===== src/hdl/htrp_pkg.sv =====
`timescale 1ns / 1ps
// ---------------------------------------------------------------------------
// htrp_pkg
// Shared types and constants of the heat-tiered residency policy block.
// ---------------------------------------------------------------------------
package htrp_pkg;

    localparam int MAX_ENTRIES_DEF = 256;
    localparam int SIZE_W          = 40;
    localparam int HEAT_W          = 32;
    localparam int TOKEN_W         = 48;
    localparam int RATE_W          = 31;
    localparam int ELAPSED_W       = 40;
    localparam int LIMIT_W         = 11;
    localparam int DECAY_W         = 16;
    localparam int TARGET_W        = 20;
    localparam int IDX_W           = 8;
    localparam int HEAT_STEP       = 10;
    localparam int RATE_SCALE      = 100;
    localparam int MIB_SHIFT       = 20;

    localparam logic [1:0] KIND_LOAD   = 2'd0;
    localparam logic [1:0] KIND_ACCESS = 2'd1;
    localparam logic [1:0] KIND_TOKEN  = 2'd2;
    localparam logic [1:0] KIND_TICK   = 2'd3;

    localparam logic [1:0] REG_LIMIT  = 2'd0;
    localparam logic [1:0] REG_DECAY  = 2'd1;
    localparam logic [1:0] REG_TARGET = 2'd2;

    typedef enum logic [3:0] {
        ST_IDLE,
        ST_READ,
        ST_ACCESS,
        ST_DIV,
        ST_DECAY_RD,
        ST_DECAY_WR,
        ST_PICK_RD,
        ST_PICK_CMP,
        ST_PLACE_RD,
        ST_PLACE_WR,
        ST_DONE
    } state_t;

    // divider control and status of the long-division unit
    typedef struct packed {
        logic start;
        logic busy;
        logic done;
    } div_ctl_t;

endpackage


===== src/hdl/htrp_div.sv =====
`timescale 1ns / 1ps
// ---------------------------------------------------------------------------
// htrp_div
// Restoring divider, one quotient bit per cycle; result saturated to the
// rate width.
// ---------------------------------------------------------------------------
module htrp_div
(
    input  logic                                 clk,
    input  logic                                 rst_n,
    input  logic                                 start,
    input  logic [htrp_pkg::TOKEN_W+6:0]         dividend,
    input  logic [htrp_pkg::ELAPSED_W-1:0]       divisor,
    output htrp_pkg::div_ctl_t                   ctl,
    output logic [htrp_pkg::RATE_W-1:0]          quotient
);
    localparam int NW = htrp_pkg::TOKEN_W + 7;
    localparam int CW = $clog2(NW + 1);

    logic [NW-1:0]                  num_reg, num_next;
    logic [htrp_pkg::ELAPSED_W-1:0] rem_reg, rem_next;
    logic [NW-1:0]                  quo_reg, quo_next;
    logic [CW-1:0]                  cnt_reg, cnt_next;
    logic                           busy_reg, busy_next;
    logic                           done_reg, done_next;
    logic [htrp_pkg::ELAPSED_W:0]   shifted;

    // shift in one dividend bit and try a subtract
    always_comb
    begin
        num_next  = num_reg;
        rem_next  = rem_reg;
        quo_next  = quo_reg;
        cnt_next  = cnt_reg;
        busy_next = busy_reg;
        done_next = 1'b0;
        shifted   = {rem_reg, num_reg[NW-1]};
        if (start)
        begin
            num_next  = dividend;
            rem_next  = '0;
            quo_next  = '0;
            cnt_next  = CW'(NW);
            busy_next = 1'b1;
        end
        else if (busy_reg)
        begin
            num_next = {num_reg[NW-2:0], 1'b0};
            if (shifted >= {1'b0, divisor})
            begin
                rem_next = htrp_pkg::ELAPSED_W'(shifted - {1'b0, divisor});
                quo_next = {quo_reg[NW-2:0], 1'b1};
            end
            else
            begin
                rem_next = shifted[htrp_pkg::ELAPSED_W-1:0];
                quo_next = {quo_reg[NW-2:0], 1'b0};
            end
            cnt_next = cnt_reg - 1'b1;
            if (cnt_reg == CW'(1))
            begin
                busy_next = 1'b0;
                done_next = 1'b1;
            end
        end
    end

    always_ff @(posedge clk or negedge rst_n)
    begin
        if (!rst_n)
        begin
            busy_reg <= 1'b0;
            done_reg <= 1'b0;
            cnt_reg  <= '0;
        end
        else
        begin
            busy_reg <= busy_next;
            done_reg <= done_next;
            cnt_reg  <= cnt_next;
        end
    end

    always_ff @(posedge clk)
    begin
        num_reg <= num_next;
        rem_reg <= rem_next;
        quo_reg <= quo_next;
    end

    assign ctl.start = start;
    assign ctl.busy  = busy_reg;
    assign ctl.done  = done_reg;
    assign quotient  = (|quo_reg[NW-1:htrp_pkg::RATE_W]) ? {htrp_pkg::RATE_W{1'b1}}
                                                         : quo_reg[htrp_pkg::RATE_W-1:0];
endmodule

===== config.mk =====
export PLATFORM = sky130hd
export DESIGN_NAME = htrp_div
export DESIGN_NICKNAME = d
export VERILOG_FILES = /design/src/hdl/htrp_pkg.sv /design/src/hdl/htrp_div.sv
export SDC_FILE = /design/constraint.sdc
export NUM_CORES = 1
export LEC_CHECK = 0
export BUFFER_PORTS_ARGS = -buffer_cell sky130_fd_sc_hd__buf_2
export CAP_MARGIN = 20
export CORE_MARGIN = 4
export CORE_UTILIZATION = 64
export CTS_BUF_LIST = sky130_fd_sc_hd__clkbuf_2 sky130_fd_sc_hd__clkbuf_4 sky130_fd_sc_hd__clkbuf_8
export CTS_CLUSTER_DIAMETER = 80
export DETAILED_ROUTE_END_ITERATION = 12
export GPL_TIMING_DRIVEN = 0
export HOLD_SLACK_MARGIN = 0.02
export PLACE_DENSITY = 0.92
export REMOVE_ABC_BUFFERS = 1
export SYNTH_ARGS = -nofsm -noshare
export SYNTH_HDL_FRONTEND = slang
export SYNTH_SLANG_ARGS = --single-unit

===== constraint.sdc =====
create_clock -name clk -period 5 [get_ports clk]
set_input_delay 1.5 -clock clk [delete_from_list [all_inputs] [get_ports clk]]
set_output_delay 1.5 -clock clk [all_outputs]
set_load 0.02 [all_outputs]

==> results.ini <==
[sta]
maxSlewViolCount = 0
grt_setup_unrepaired = no
finalCriticalPeriod_ns = 4.26
finalHoldViolCount = 0
timing.max_slew.rel_slack_pct = 33.7
report.final.setup_viol = 0
achievable-frequency_ghz = 0.235
fin_worst_hold_slack_ns = 0.499
worst_pin_slew_ns = 0.991
fin_skew_ns = 0.0108
layout_worst_path_cycle_share_pct = 85.2

[clocking]
postCtsSetupRepairBufs = 0
cts_tree = yes
cts_inserted_buffers = 17
cts-root-buf = clkbuf_8
deepest_level_of_the_cts_h_tree = 4
clk_pin_slew_ns = 0.08
cts_buffer_depth = 2
cts_resized = 0
cts-hold-fix-buffers = 0
clk-insertion-delay-late_ns = 0.45
cts_num_sinks = 158

[detailed_routing]
antenna_viol_nets_final = 0
dr.first_iter.drc_count = 573
detailedRoute.firstPassIterationCount = 5
post-route-drc-count = 0
postRouteWirelength_um = 19900
vias_per_cell = 5.95
vias = 7533
wl_per_cell_um = 15.7

[die]
dieHeight_um = 127
io-pin-count = 132
core.rowCount = 43
start_util_pct = 65.6
total_die_area_sq_um = 16300
core_sq_um = 13900
die-width_um = 127

[finish]
area_growth_pct = 13.0
design.final.nets = 1213
drive_above_1_share_pct = 21.6
fin_area_sq_um = 10300
insertedDiodeCount = 0

[global_route]
via_count_of_the_first_global_routing_pass = 7246
grt_pass1_wl_um = 33400
largest_net_degree_at_the_start_of_global_routing = 110
initial_antenna_violation_count = 0
global_route.usage.total_pct = 24.8
grt_residual_overflow = 0

[run]
drv_cap = 0

[synthesis]
synth-main-ff-cell = dfxtp_1
post_synth_most_frequent_cells = nor2_1 (137), dfxtp_1 (95), a21oi_1 (69)
edff_count_synth = 55
synth.top_cells.by_area = dfxtp_1 (21%), edfxtp_1 (18%), mux2i_1 (7.3%)
number_of_synthesized_register_bits = 158
syn_inst = 977
yosys.area.top_type_share_pct = 20.8
synth_warnings = 0
synth.most_common_cell = nor2_1
yosysUniqueCellTypes = 67
ys_seq_area_share_pct = 41.1
synthArstFlopShare_pct = 5.06
synth_area_per_cell_sq_um = 9.35
synthDominantAreaCellType = dfxtp_1
mappedNetlistArea_sq_um = 9140

[placed_design]
io_buffer_count = 131
gp_routability_congestion = 0.893
place_hpwl_um = 13700
placedInstanceArea_sq_um = 9900

[min_path]
min_path_type = flip-flop to flip-flop
min_from = rem_reg[21]

[pwr]
cellPowerDensity_nw_per_um2 = 350
max-vdd-ir-drop_mv = 0.304
p_leak_nw = 5.06

[setup_path]
cp_data_arrival_time_ns = 2.76
critical_path_class = flip-flop to primary output
r2r-start = rem_reg[2]
critical_path_endpoint_category = primary output
crit_path_max_fanout = 31
critical_path.startpoint = quo_reg[42]
critical_path.startpoint_type = flip-flop
data_required_time_at_the_worst_endpoint_ns = 3.50

[outcome]
run_status = finished clean

[worst max-delay path: stages, from the launching register on]
cell and delay, ns:
dfxtp_1 0.33, nor4_1 0.31, nand4_1 0.83, or3_1 0.66, buf_2 0.17
[layout make-up]
class	instances	area, sq um
inverter	51	191
multi-input combinational	708	4930
timing repair buffer	136	792
clock inverter	12	158
clock buffer	20	269
fill	1038	3610
tap	180	225
sequential	158	3760
[through the flow]
step	cells	power [mW]	utilization, %	setup WS [ns]	TNS, ns
4_1_cts	1265	3.62	74.1	0.763	0
3_3_place_gp	1228	2.54	70.0	-2.29	-172.45
2_1_floorplan	917	2.32	-	-0.468	-28.61
5_1_grt	1265	3.82	74.1	0.475	0
3_5_place_dp	1233	2.60	71.1	0.510	0
6_report	1265	3.62	74.1	0.741	0
[power by group]
part | leakage, nW | switching (mW) | internal (mW)
registers | 1.44 | 0.0709 | 1.45
logic | 3.40 | 0.610 | 0.472
clock network | 0.222 | 0.482 | 0.531
total | 5.06 | 1.16 | 2.45
[routing by layer]
| metal | track usage (%) | routed length, um |
|---|---|---|
| met1 | 31.9 | 8730 |
| met2 | 40.6 | 9440 |
| met3 | 6.19 | 1180 |
| met4 | 9.15 | 507 |
| met5 | 0 | 0 |
[cell usage in the layout (no fill, tap or decap), drive strengths merged, types with 32 or more instances in the layout]
| cell type | instances |
|---|---|
| mux2 | 55 |
| a211oi | 33 |
| buf | 136 |
| edfxtp | 55 |
| nor2 | 137 |
| dfxtp | 95 |
| or3 | 32 |
| a21oi | 70 |
| mux2i | 67 |
| nand2 | 54 |
| ha | 42 |
| inv | 57 |
[worst paths after layout]
path / slack (ns) / endpoint / depth (start not counted)
max in group asynchronous: 3.94 / busy_reg / 1
min in group asynchronous: 0.88 / cnt_reg[2] / 1
worst max-delay path: 0.74 / quotient[27] / 4
worst min-delay path: 0.50 / rem_reg[21] / 2
worst min register to register: 0.50 / rem_reg[21] / 2
worst max register to register: 1.70 / rem_reg[38] / 11
[kinds of logic after synthesis]
group	after synthesis	synth area share [%]
XOR/XNOR	36	3.45
buffers and inverters	111	5.00
AO/OA/AOI/OAI	203	14.7
flip-flops	158	41.1
multiplexers	122	14.1
AND/OR/NAND/NOR	304	15.7
adder cells (fa/ha/maj)	43	5.97
(Power assumes the default switching activity.)
